File: config.mk
export PLATFORM = sky130hd
export DESIGN_NAME = ini_line_classifier
export DESIGN_NICKNAME = d
export VERILOG_FILES = /design/src/sv/ilc_pkg.sv /design/src/sv/ilc_value_typer.sv /design/src/sv/ilc_line_core.sv /design/src/sv/ini_line_classifier.sv
export SDC_FILE = /design/constraint.sdc
export NUM_CORES = 1
export LEC_CHECK = 0
export BUFFER_PORTS_ARGS = -buffer_cell sky130_fd_sc_hd__buf_2
export CORE_UTILIZATION = 30
export DETAILED_ROUTE_END_ITERATION = 12
export PLACE_DENSITY = 0.45
export SETUP_SLACK_MARGIN = 0.2
export SLEW_MARGIN = 15
export SYNTH_ARGS = -nofsm -noshare
export SYNTH_HDL_FRONTEND = slang
export SYNTH_SLANG_ARGS = --single-unit
File: constraint.sdc
create_clock -name clk -period 6.1 [get_ports clk]
set_input_delay 0.915 -clock clk [delete_from_list [all_inputs] [get_ports clk]]
set_output_delay 0.915 -clock clk [all_outputs]
set_load 0.01 [all_outputs]
File: src/sv/ilc_pkg.sv
// ----------------------------------------------------------------------------
// ilc_pkg: shared types and constants of the INI line classifier
// Line length limit, position width, result type codes and the structs that
// travel between the classifier modules.
// ----------------------------------------------------------------------------
package ilc_pkg;

    localparam int MAX_LINE_LENGTH = 255;
    // Wide enough to hold a position equal to the length limit.
    localparam int POS_W = $clog2(MAX_LINE_LENGTH + 1);

    localparam logic [7:0] CH_SPACE = 8'h20;

    typedef enum logic [2:0] {
        LT_IGNORE  = 3'd0,
        LT_COMMENT = 3'd1,
        LT_SECTION = 3'd2,
        LT_INT     = 3'd3,
        LT_FLOAT   = 3'd4,
        LT_BOOL    = 3'd5,
        LT_STRING  = 3'd6
    } line_type_t;

    typedef struct packed {
        logic [7:0] ch;
        logic       has_char;
        logic       line_end;
    } item_t;

    typedef struct packed {
        line_type_t line_type;
        logic [7:0] name_start;
        logic [7:0] name_length;
        logic [7:0] value_start;
        logic [7:0] value_length;
        logic       overflow;
    } result_t;

    // Control from the line sequencer to the value typer.
    typedef struct packed {
        logic clear;
        logic pre_space;
        logic feed;
    } value_ctl_t;

endpackage

File: src/sv/ilc_value_typer.sv
// ----------------------------------------------------------------------------
// ilc_value_typer: value type recognizer
// Runs the number, boolean word and quoted string recognizers over the value
// characters and reports the type the value has so far.
// ----------------------------------------------------------------------------
module ilc_value_typer (
    input  logic               clk,
    input  logic               rst_n,
    input  ilc_pkg::value_ctl_t ctl,
    input  logic [7:0]         ch,
    output ilc_pkg::line_type_t value_class
);
    import ilc_pkg::*;

    localparam logic [7:0] CH_QUOTE = 8'h22;
    localparam logic [7:0] CH_MINUS = 8'h2D;
    localparam logic [7:0] CH_DOT   = 8'h2E;
    localparam logic [7:0] CH_0     = 8'h30;
    localparam logic [7:0] CH_9     = 8'h39;
    localparam logic [7:0] CH_A     = 8'h41;
    localparam logic [7:0] CH_E     = 8'h45;
    localparam logic [7:0] CH_F     = 8'h46;
    localparam logic [7:0] CH_L     = 8'h4C;
    localparam logic [7:0] CH_R     = 8'h52;
    localparam logic [7:0] CH_S     = 8'h53;
    localparam logic [7:0] CH_T     = 8'h54;
    localparam logic [7:0] CH_U     = 8'h55;

    typedef enum logic [2:0] {
        NUM_START = 3'd0,
        NUM_MINUS = 3'd1,
        NUM_INT   = 3'd2,
        NUM_DOT   = 3'd3,
        NUM_FRAC  = 3'd4,
        NUM_FAIL  = 3'd5
    } num_t;

    typedef enum logic [3:0] {
        WD_START = 4'd0,
        WD_T     = 4'd1,
        WD_TR    = 4'd2,
        WD_TRU   = 4'd3,
        WD_TRUE  = 4'd4,
        WD_F     = 4'd5,
        WD_FA    = 4'd6,
        WD_FAL   = 4'd7,
        WD_FALS  = 4'd8,
        WD_FALSE = 4'd9,
        WD_FAIL  = 4'd15
    } word_t;

    typedef enum logic [1:0] {
        QT_NONE   = 2'd0,
        QT_OPEN   = 2'd1,
        QT_CLOSED = 2'd2,
        QT_FAIL   = 2'd3
    } quote_t;

    function automatic num_t num_step(input num_t s, input logic [7:0] c);
        logic dig;
        num_t n;
        begin
            dig = (c >= CH_0) && (c <= CH_9);
            n = NUM_FAIL;
            unique case (s)
                NUM_START:
                begin
                    if (dig)              n = NUM_INT;
                    else if (c == CH_MINUS) n = NUM_MINUS;
                    else if (c == CH_DOT) n = NUM_DOT;
                end
                NUM_MINUS:
                begin
                    if (dig)              n = NUM_INT;
                    else if (c == CH_DOT) n = NUM_DOT;
                end
                NUM_INT:
                begin
                    if (dig)              n = NUM_INT;
                    else if (c == CH_DOT) n = NUM_FRAC;
                end
                NUM_DOT, NUM_FRAC:
                begin
                    if (dig) n = NUM_FRAC;
                end
                default: n = NUM_FAIL;
            endcase
            return n;
        end
    endfunction

    function automatic word_t word_step(input word_t s, input logic [7:0] c);
        word_t n;
        begin
            n = WD_FAIL;
            unique case (s)
                WD_START:
                begin
                    if (c == CH_T)      n = WD_T;
                    else if (c == CH_F) n = WD_F;
                end
                WD_T:    if (c == CH_R) n = WD_TR;
                WD_TR:   if (c == CH_U) n = WD_TRU;
                WD_TRU:  if (c == CH_E) n = WD_TRUE;
                WD_F:    if (c == CH_A) n = WD_FA;
                WD_FA:   if (c == CH_L) n = WD_FAL;
                WD_FAL:  if (c == CH_S) n = WD_FALS;
                WD_FALS: if (c == CH_E) n = WD_FALSE;
                default: n = WD_FAIL;
            endcase
            return n;
        end
    endfunction

    function automatic quote_t quote_step(input quote_t s, input logic [7:0] c);
        quote_t n;
        begin
            unique case (s)
                QT_NONE: n = (c == CH_QUOTE) ? QT_OPEN : QT_FAIL;
                QT_OPEN: n = (c == CH_QUOTE) ? QT_CLOSED : QT_OPEN;
                default: n = QT_FAIL;
            endcase
            return n;
        end
    endfunction

    num_t   num_reg,   num_next,   num_mid,   num_upd;
    word_t  word_reg,  word_next,  word_mid,  word_upd;
    quote_t quote_reg, quote_next, quote_mid, quote_upd;

    always_comb
    begin
        // A space held back inside the value is fed just before the next
        // non-space character.
        num_mid   = ctl.pre_space ? num_step(num_reg, CH_SPACE) : num_reg;
        word_mid  = ctl.pre_space ? word_step(word_reg, CH_SPACE) : word_reg;
        quote_mid = ctl.pre_space ? quote_step(quote_reg, CH_SPACE) : quote_reg;

        num_upd   = ctl.feed ? num_step(num_mid, ch) : num_mid;
        word_upd  = ctl.feed ? word_step(word_mid, ch) : word_mid;
        quote_upd = ctl.feed ? quote_step(quote_mid, ch) : quote_mid;

        priority if (num_upd == NUM_INT)
            value_class = LT_INT;
        else if (num_upd == NUM_FRAC)
            value_class = LT_FLOAT;
        else if (word_upd == WD_TRUE || word_upd == WD_FALSE)
            value_class = LT_BOOL;
        else if (quote_upd == QT_CLOSED)
            value_class = LT_STRING;
        else
            value_class = LT_IGNORE;

        num_next   = ctl.clear ? NUM_START : num_upd;
        word_next  = ctl.clear ? WD_START  : word_upd;
        quote_next = ctl.clear ? QT_NONE   : quote_upd;
    end

    always_ff @(posedge clk or negedge rst_n)
    begin
        if (!rst_n)
        begin
            num_reg   <= NUM_START;
            word_reg  <= WD_START;
            quote_reg <= QT_NONE;
        end
        else
        begin
            num_reg   <= num_next;
            word_reg  <= word_next;
            quote_reg <= quote_next;
        end
    end

endmodule

File: src/sv/ilc_line_core.sv
// ----------------------------------------------------------------------------
// ilc_line_core: per-character line sequencer
// Tracks the line phase, positions and bracket state, drives the value typer
// and forms the classification result on the item that ends a line.
// ----------------------------------------------------------------------------
module ilc_line_core (
    input  logic             clk,
    input  logic             rst_n,
    input  logic             step,
    input  ilc_pkg::item_t   item,
    output ilc_pkg::result_t result,
    output logic             result_valid
);
    import ilc_pkg::*;

    localparam logic [7:0] CH_BANG     = 8'h21;
    localparam logic [7:0] CH_EQUAL    = 8'h3D;
    localparam logic [7:0] CH_LBRACKET = 8'h5B;
    localparam logic [7:0] CH_RBRACKET = 8'h5D;

    typedef enum logic [2:0] {
        PH_START   = 3'd0,
        PH_COMMENT = 3'd1,
        PH_SECTION = 3'd2,
        PH_NAME    = 3'd3,
        PH_GAP     = 3'd4,
        PH_VALUE   = 3'd5
    } phase_t;

    typedef enum logic [1:0] {
        BR_NONE = 2'd0,
        BR_LAST = 2'd1,
        BR_FAIL = 2'd2
    } bracket_t;

    // Positions and lengths leave the block as their low eight bits.
    function automatic logic [7:0] to_byte(input logic [POS_W-1:0] p);
        logic [31:0] w;
        begin
            w = 32'(p);
            return w[7:0];
        end
    endfunction

    logic [POS_W-1:0] pos_reg, pos_next, pos_upd;
    phase_t           phase_reg, phase_next, phase_upd;
    logic [POS_W-1:0] name_last_reg, name_last_next, name_last_upd;
    logic             name_seen_reg, name_seen_next, name_seen_upd;
    logic [POS_W-1:0] value_first_reg, value_first_next, value_first_upd;
    logic [POS_W-1:0] value_last_reg, value_last_next, value_last_upd;
    logic             space_pending_reg, space_pending_next, space_pending_upd;
    bracket_t         bracket_reg, bracket_next, bracket_upd;
    logic             too_long_reg, too_long_next, too_long_upd;

    value_ctl_t       vctl;
    line_type_t       value_class;
    logic [7:0]       c;
    logic [7:0]       value_len;

    ilc_value_typer u_typer (
        .clk         (clk),
        .rst_n       (rst_n),
        .ctl         (vctl),
        .ch          (c),
        .value_class (value_class)
    );

    always_comb
    begin
        c                 = item.ch;
        pos_upd           = pos_reg;
        phase_upd         = phase_reg;
        name_last_upd     = name_last_reg;
        name_seen_upd     = name_seen_reg;
        value_first_upd   = value_first_reg;
        value_last_upd    = value_last_reg;
        space_pending_upd = space_pending_reg;
        bracket_upd       = bracket_reg;
        too_long_upd      = too_long_reg;
        vctl              = '0;

        if (step && item.has_char && !too_long_reg)
        begin
            if (pos_reg >= POS_W'(MAX_LINE_LENGTH))
            begin
                too_long_upd = 1'b1;
            end
            else
            begin
                pos_upd = pos_reg + 1'b1;
                unique case (phase_reg)
                    PH_START, PH_NAME:
                    begin
                        if (phase_reg == PH_START && c == CH_BANG)
                            phase_upd = PH_COMMENT;
                        else if (phase_reg == PH_START && c == CH_LBRACKET)
                            phase_upd = PH_SECTION;
                        else if (c == CH_EQUAL)
                            phase_upd = PH_GAP;
                        else
                        begin
                            phase_upd = PH_NAME;
                            if (c != CH_SPACE)
                            begin
                                name_seen_upd = 1'b1;
                                name_last_upd = pos_reg;
                            end
                        end
                    end
                    PH_COMMENT:
                    begin
                    end
                    PH_SECTION:
                    begin
                        if (bracket_reg == BR_NONE && c == CH_RBRACKET)
                            bracket_upd = BR_LAST;
                        else if (bracket_reg == BR_LAST)
                            bracket_upd = BR_FAIL;
                    end
                    PH_GAP:
                    begin
                        if (c != CH_SPACE)
                        begin
                            value_first_upd = pos_reg;
                            value_last_upd  = pos_reg;
                            vctl.feed       = 1'b1;
                            phase_upd       = PH_VALUE;
                        end
                    end
                    PH_VALUE:
                    begin
                        if (c == CH_SPACE)
                            space_pending_upd = 1'b1;
                        else
                        begin
                            vctl.pre_space    = space_pending_reg;
                            vctl.feed         = 1'b1;
                            space_pending_upd = 1'b0;
                            value_last_upd    = pos_reg;
                        end
                    end
                    default:
                    begin
                    end
                endcase
            end
        end

        result_valid = step && item.line_end;
        vctl.clear   = result_valid;

        value_len = to_byte(value_last_upd) - to_byte(value_first_upd) + 8'd1;
        result    = '0;
        if (too_long_upd)
        begin
            result.overflow = 1'b1;
        end
        else if (phase_upd == PH_COMMENT)
        begin
            result.line_type   = LT_COMMENT;
            result.name_start  = 8'd1;
            result.name_length = to_byte(pos_upd) - 8'd1;
        end
        else if (phase_upd == PH_SECTION && bracket_upd == BR_LAST)
        begin
            result.line_type   = LT_SECTION;
            result.name_start  = 8'd1;
            result.name_length = to_byte(pos_upd) - 8'd2;
        end
        else if (phase_upd == PH_VALUE && name_seen_upd && value_class != LT_IGNORE)
        begin
            result.line_type   = value_class;
            result.name_length = to_byte(name_last_upd) + 8'd1;
            if (value_class == LT_STRING)
            begin
                result.value_start  = to_byte(value_first_upd) + 8'd1;
                result.value_length = value_len - 8'd2;
            end
            else
            begin
                result.value_start  = to_byte(value_first_upd);
                result.value_length = value_len;
            end
        end

        // The line state starts over after every line end.
        pos_next           = result_valid ? '0       : pos_upd;
        phase_next         = result_valid ? PH_START : phase_upd;
        name_last_next     = result_valid ? '0       : name_last_upd;
        name_seen_next     = result_valid ? 1'b0     : name_seen_upd;
        value_first_next   = result_valid ? '0       : value_first_upd;
        value_last_next    = result_valid ? '0       : value_last_upd;
        space_pending_next = result_valid ? 1'b0     : space_pending_upd;
        bracket_next       = result_valid ? BR_NONE  : bracket_upd;
        too_long_next      = result_valid ? 1'b0     : too_long_upd;
    end

    always_ff @(posedge clk or negedge rst_n)
    begin
        if (!rst_n)
        begin
            pos_reg           <= '0;
            phase_reg         <= PH_START;
            name_last_reg     <= '0;
            name_seen_reg     <= 1'b0;
            value_first_reg   <= '0;
            value_last_reg    <= '0;
            space_pending_reg <= 1'b0;
            bracket_reg       <= BR_NONE;
            too_long_reg      <= 1'b0;
        end
        else
        begin
            pos_reg           <= pos_next;
            phase_reg         <= phase_next;
            name_last_reg     <= name_last_next;
            name_seen_reg     <= name_seen_next;
            value_first_reg   <= value_first_next;
            value_last_reg    <= value_last_next;
            space_pending_reg <= space_pending_next;
            bracket_reg       <= bracket_next;
            too_long_reg      <= too_long_next;
        end
    end

endmodule

File: src/sv/ini_line_classifier.sv
// Results: the item that ends a line passes the input register and then the
// result register; it stalls in the input register while a result waits.
// Throughput: one character per cycle while no line end waits on a pending
// result; the bound is the state update of the line sequencer and value typer.
// Reset: asynchronous, active low; clears all line state and both valid
// flags, and the block accepts characters right after reset.
// ----------------------------------------------------------------------------
// ini_line_classifier: INI text line classifier
// Takes one character per transfer and returns one classification result
// for every item that ends a line.
// ----------------------------------------------------------------------------
module ini_line_classifier (
    input  logic       clk,
    input  logic       rst_n,
    input  logic       in_valid,
    output logic       in_ready,
    input  logic [7:0] ch,
    input  logic       has_char,
    input  logic       line_end,
    output logic       out_valid,
    input  logic       out_ready,
    output logic [2:0] line_type,
    output logic [7:0] name_start,
    output logic [7:0] name_length,
    output logic [7:0] value_start,
    output logic [7:0] value_length,
    output logic       overflow
);
    import ilc_pkg::*;

    item_t   item_reg, item_next;
    logic    item_valid_reg, item_valid_next;
    result_t result_reg, result_next;
    logic    out_valid_reg, out_valid_next;

    result_t core_result;
    logic    core_result_valid;
    logic    advance;
    logic    in_xfer;

    // A held character moves on unless it ends a line while the previous
    // result is still waiting.
    assign advance  = item_valid_reg && (!item_reg.line_end || !out_valid_reg || out_ready);
    assign in_ready = !item_valid_reg || advance;
    assign in_xfer  = in_valid && in_ready;

    ilc_line_core u_core (
        .clk          (clk),
        .rst_n        (rst_n),
        .step         (advance),
        .item         (item_reg),
        .result       (core_result),
        .result_valid (core_result_valid)
    );

    always_comb
    begin
        item_next       = in_xfer ? item_t'{ch: ch, has_char: has_char, line_end: line_end}
                                  : item_reg;
        item_valid_next = in_xfer ? 1'b1 : (advance ? 1'b0 : item_valid_reg);

        result_next    = result_reg;
        out_valid_next = out_valid_reg;
        if (core_result_valid)
        begin
            result_next    = core_result;
            out_valid_next = 1'b1;
        end
        else if (out_ready)
        begin
            out_valid_next = 1'b0;
        end
    end

    always_ff @(posedge clk or negedge rst_n)
    begin
        if (!rst_n)
        begin
            item_valid_reg <= 1'b0;
            out_valid_reg  <= 1'b0;
        end
        else
        begin
            item_valid_reg <= item_valid_next;
            out_valid_reg  <= out_valid_next;
        end
    end

    always_ff @(posedge clk)
    begin
        item_reg   <= item_next;
        result_reg <= result_next;
    end

    assign out_valid    = out_valid_reg;
    assign line_type    = result_reg.line_type;
    assign name_start   = result_reg.name_start;
    assign name_length  = result_reg.name_length;
    assign value_start  = result_reg.value_start;
    assign value_length = result_reg.value_length;
    assign overflow     = result_reg.overflow;

    a_overflow_is_ignore: assert property (@(posedge clk) disable iff (!rst_n)
        out_valid_reg && result_reg.overflow |->
            result_reg.line_type == LT_IGNORE && result_reg.name_start == 8'd0 &&
            result_reg.name_length == 8'd0 && result_reg.value_length == 8'd0)
        else $error("overflow result carries nonzero fields");

    a_comment_section_no_value: assert property (@(posedge clk) disable iff (!rst_n)
        out_valid_reg &&
        (result_reg.line_type == LT_COMMENT || result_reg.line_type == LT_SECTION) |->
            result_reg.name_start == 8'd1 && result_reg.value_start == 8'd0 &&
            result_reg.value_length == 8'd0)
        else $error("comment or section result has value fields");

    a_held_item_stable: assert property (@(posedge clk) disable iff (!rst_n)
        item_valid_reg && !advance |=> item_valid_reg && $stable(item_reg))
        else $error("stalled character was lost or changed");

    a_line_end_gives_result: assert property (@(posedge clk) disable iff (!rst_n)
        advance && item_reg.line_end |=> out_valid_reg)
        else $error("line end did not produce a result");

    a_no_result_overwrite: assert property (@(posedge clk) disable iff (!rst_n)
        core_result_valid |-> !out_valid_reg || out_ready)
        else $error("pending result overwritten");

endmodule
==> impl_metrics.csv <==
group,metric,value,unit
sta,period_minus_slack,5.081,ns
setup_path,cp-start-kind,"input port",
yosys,synthFlopType,"dfrtp_1",
cells_and_area,final_common_cell,"nor2_1",
yosys,synth.avg_cell_area,9.541,sq um
global_route,met2_usage,0.2670,
sta,tightest_slew,1.041,ns
setup_path,worstPathRequired,6.20,ns
clock_tree,cts-buffers-inserted,9,
yosys,ys_async_sr_fraction,0.5667,
power,p_int,1036,uW
floorplan,die_w,141.7,um
detailed_routing,wire_per_inst,17.00,um
floorplan,ios,52,
yosys,syn_area,5858,sq um
cells_and_area,area_delta_synth_final,12.26,%
detailed_routing,dr.pass1.iters,5,
setup_path,cp-end-kind,"flip-flop",
hold_path,worstHoldPathType,"flip-flop to flip-flop",
detailed_routing,drt_iter0_drc,289,
place,io_buffers,44,
setup_path,r2r_slack,1.17,ns
sta,period_share,0.8330,
power,sw_frac_of_total,0.3010,
power,p_per_area,225.3,nW/um^2
detailed_routing,remaining_drc_errors,0,
sta,finalMaxSlewViolations,0,
clock_tree,clock_latency,0.36,ns
global_route,track_usage,0.1624,
global_route,grt-ovfl-total,0,
sta,rsz0062_at_grt,"false",
detailed_routing,ant_nets,0,
clock_tree,cts_tree,"built",
yosys,synth-warning-count,0,
global_route,antenna_found_initial,0,
yosys,synth_enable_flop_cells,39,
yosys,seq_area_frac_synth,0.4178,
detailed_routing,wirelength,15510,um
global_route,grt_util_met1,0.2194,
setup_path,worst-path-max-fanout,13,
floorplan,dieArea,20090,sq um
cells_and_area,drive_gt1_frac,0.1564,
floorplan,num_rows,50,
yosys,synth_seq_cells,90,
floorplan,die_h,141.7,um
floorplan,core_area,18890,sq um
global_route,busiest_layer,"met2",
cells_and_area,final_cell_mix,"76 x nor2_1, 51 x dfrtp_1, 44 x buf_2",
global_route,grt_pass1_vias,4624,
yosys,synthCells,614,
clock_tree,cts-htree-levels,3,
cells_and_area,n_antenna_cell,0,
sta,setup_viol,0,
setup_path,critPathKind,"input port to flip-flop",
clock_tree,cts.repair.resized,0,
clock_tree,ctsHoldBuffers,0,
detailed_routing,vias,4763,
clock_tree,clkSinkCount,90,
cells_and_area,nets,682,
sta,timing.final.hold_violations,0,
power,power_switching,446.0,uW
detailed_routing,detail_route.vias_per_cell,5.223,
flow_run,drv_cap,0,
clock_tree,postCtsSetupBuffers,0,
clock_tree,cts-root-buf,"clkbuf_16",
power,seqPwrFrac,0.471,
clock_tree,path_clk_slew,0.07,ns
yosys,synth_cell_types,84,
clock_tree,clk_path_buf_depth,2,
sta,fmax,0.1968,GHz
place,place_ws,0.6828,ns
setup_path,critPathArrivalTime,5.18,ns
global_route,grt_pass1_wl,25330,um
global_route,use_met3,0.03105,
power,cellLeakagePower,0.002657,uW
sta,finalWorstSetupSlack,1.019,ns
place,routabilityCongestion,0.7951,
cells_and_area,largest_reg_flops,10,
status,status,"completed",
global_route,grt_max_degree,52,
power,combPwrFrac,0.167,
sta,skew,0.01130,ns
sta,fin_setup_tns,0,ns
power,ir_drop,0.1245,mV
power,clkPwrFrac,0.362,
floorplan,start_util,0.3101,
place,dp_hpwl,11040,um
sta,max_slew_margin,0.3045,
-- power by group through the flow --
stage | combinational (uW) | clock [uW] | sequential [uW]
after floorplan | 191 | 0 | 694
after global placement | 244 | 0 | 709
after detailed placement | 246 | 0 | 710
after CTS | 248 | 556 | 697
after global routing | 276 | 579 | 703
final | 247 | 537 | 698
-- per-layer routing --
metal	vias up	share of wire
met1	2329	0.49
met4	0	0.0089
li1	2306	-
met5	-	0
met3	11	0.035
met2	117	0.47
-- cells in the mapped netlist (3+ instances only) --
master     n  area (sq um)
a211oi_1   9         67.56
a21o_1     5         37.54
a21oi_1   33         165.2
a21oi_2    5         43.79
a31o_2     3         26.28
a31oi_1   19         118.9
and2_1     5         31.28
and3_1     5         31.28
and4_1     3         26.28
buf_2     13         65.06
buf_4      9         67.56
clkbuf_1  12         45.04
dfrtp_1   51          1276
edfxtp_1  39          1171
ha_1      20         250.2
inv_1     16         60.06
mux2_2     4         45.04
mux2i_1   24         240.2
nand2_1   42         157.7
nand2b_1   5         31.28
nand3_1   27         135.1
nand3b_1   5         37.54
nand4_1   10         62.56
nor2_1    77         289.0
nor2b_1   14         87.58
nor3_1    13         65.06
nor4_1     3         18.77
nor4b_1    3         26.28
nor4bb_1   4         40.04
o21ai_0   21         105.1
o21ai_1    4         20.02
o21bai_1   4         30.03
o22ai_1    4         25.02
o31a_1     3         26.28
or2_2      4         25.02
or3_1      4         25.02
xnor2_1   20         175.2
xor2_1    16         140.1
-- per-stage QoR --
stage / hold WS, ns / total power [uW] / util / instance area [sq um] / cells
detailed placement: 0.4990 / 956.1 / 0.3334 / 6300 / 896
finish: 0.5201 / 1482 / 0.3481 / 6576 / 912
floorplan: 0.4612 / 885.9 / - / 5881 / 620
CTS: 0.5189 / 1501 / 0.3481 / 6576 / 912
global placement: 0.4845 / 953.5 / 0.3334 / 6300 / 896
global route: 0.5454 / 1558 / 0.3481 / 6576 / 912
-- area by class of cell --
| class | count | area [sq um] |
|---|---|---|
| fill | 1968 | 12320 |
| sequential | 90 | 2447 |
| tap | 260 | 325.3 |
| inverter | 17 | 63.81 |
| timing repair buffer | 52 | 280.3 |
| multi-input combinational | 477 | 3183 |
| clock buffer | 9 | 225.2 |
| clock inverter | 7 | 51.30 |
-- cells by family (layout without fill, tap and decap cells) --
logic type                 count (synthesis)  count (layout)  synth area share
muxes                                     30              30           0.05361
AOI/OAI and AO/OA                        142             142            0.1670
xor gates and xnor gates                  36              36           0.05382
buffers and inverters                     53              85           0.04506
and+or+nand+nor                          241             241            0.2159
adders and majority gates                 21              21           0.04613
DFF                                       90              90            0.4178
other                                      1               7         0.0006401
-- worst paths after layout --
check / to / cells after the start / start
hold / removal: u_core.name_seen_reg / 2 / u_core.name_seen_reg
max in group asynchronous: u_core.u_typer.quote_reg[1] / 2 / rst_n
hold reg to reg: u_core.name_seen_reg / 2 / u_core.name_seen_reg
min in group asynchronous: u_core.phase_reg[1] / 2 / rst_n
setup / recovery: value_length[7] / 16 / out_ready
setup reg to reg: value_length[7] / 16 / u_core.pos_reg[0]
-- critical path: stages --
cell,delay (ns)
buf_2,0.08
nor2b_1,0.11
a211o_1,0.51
nor4_2,0.73
mux2i_1,0.64
ha_1,0.38
ha_1,0.31
a21o_1,0.15
a21oi_1,0.21
o21bai_1,0.09
a21oi_1,0.18
xor2_1,0.29
nand4_1,0.15
a211oi_1,0.24
xnor2_1,0.15
nor2_1,0.05
Note: power is estimated with default switching activity, not from simulation.
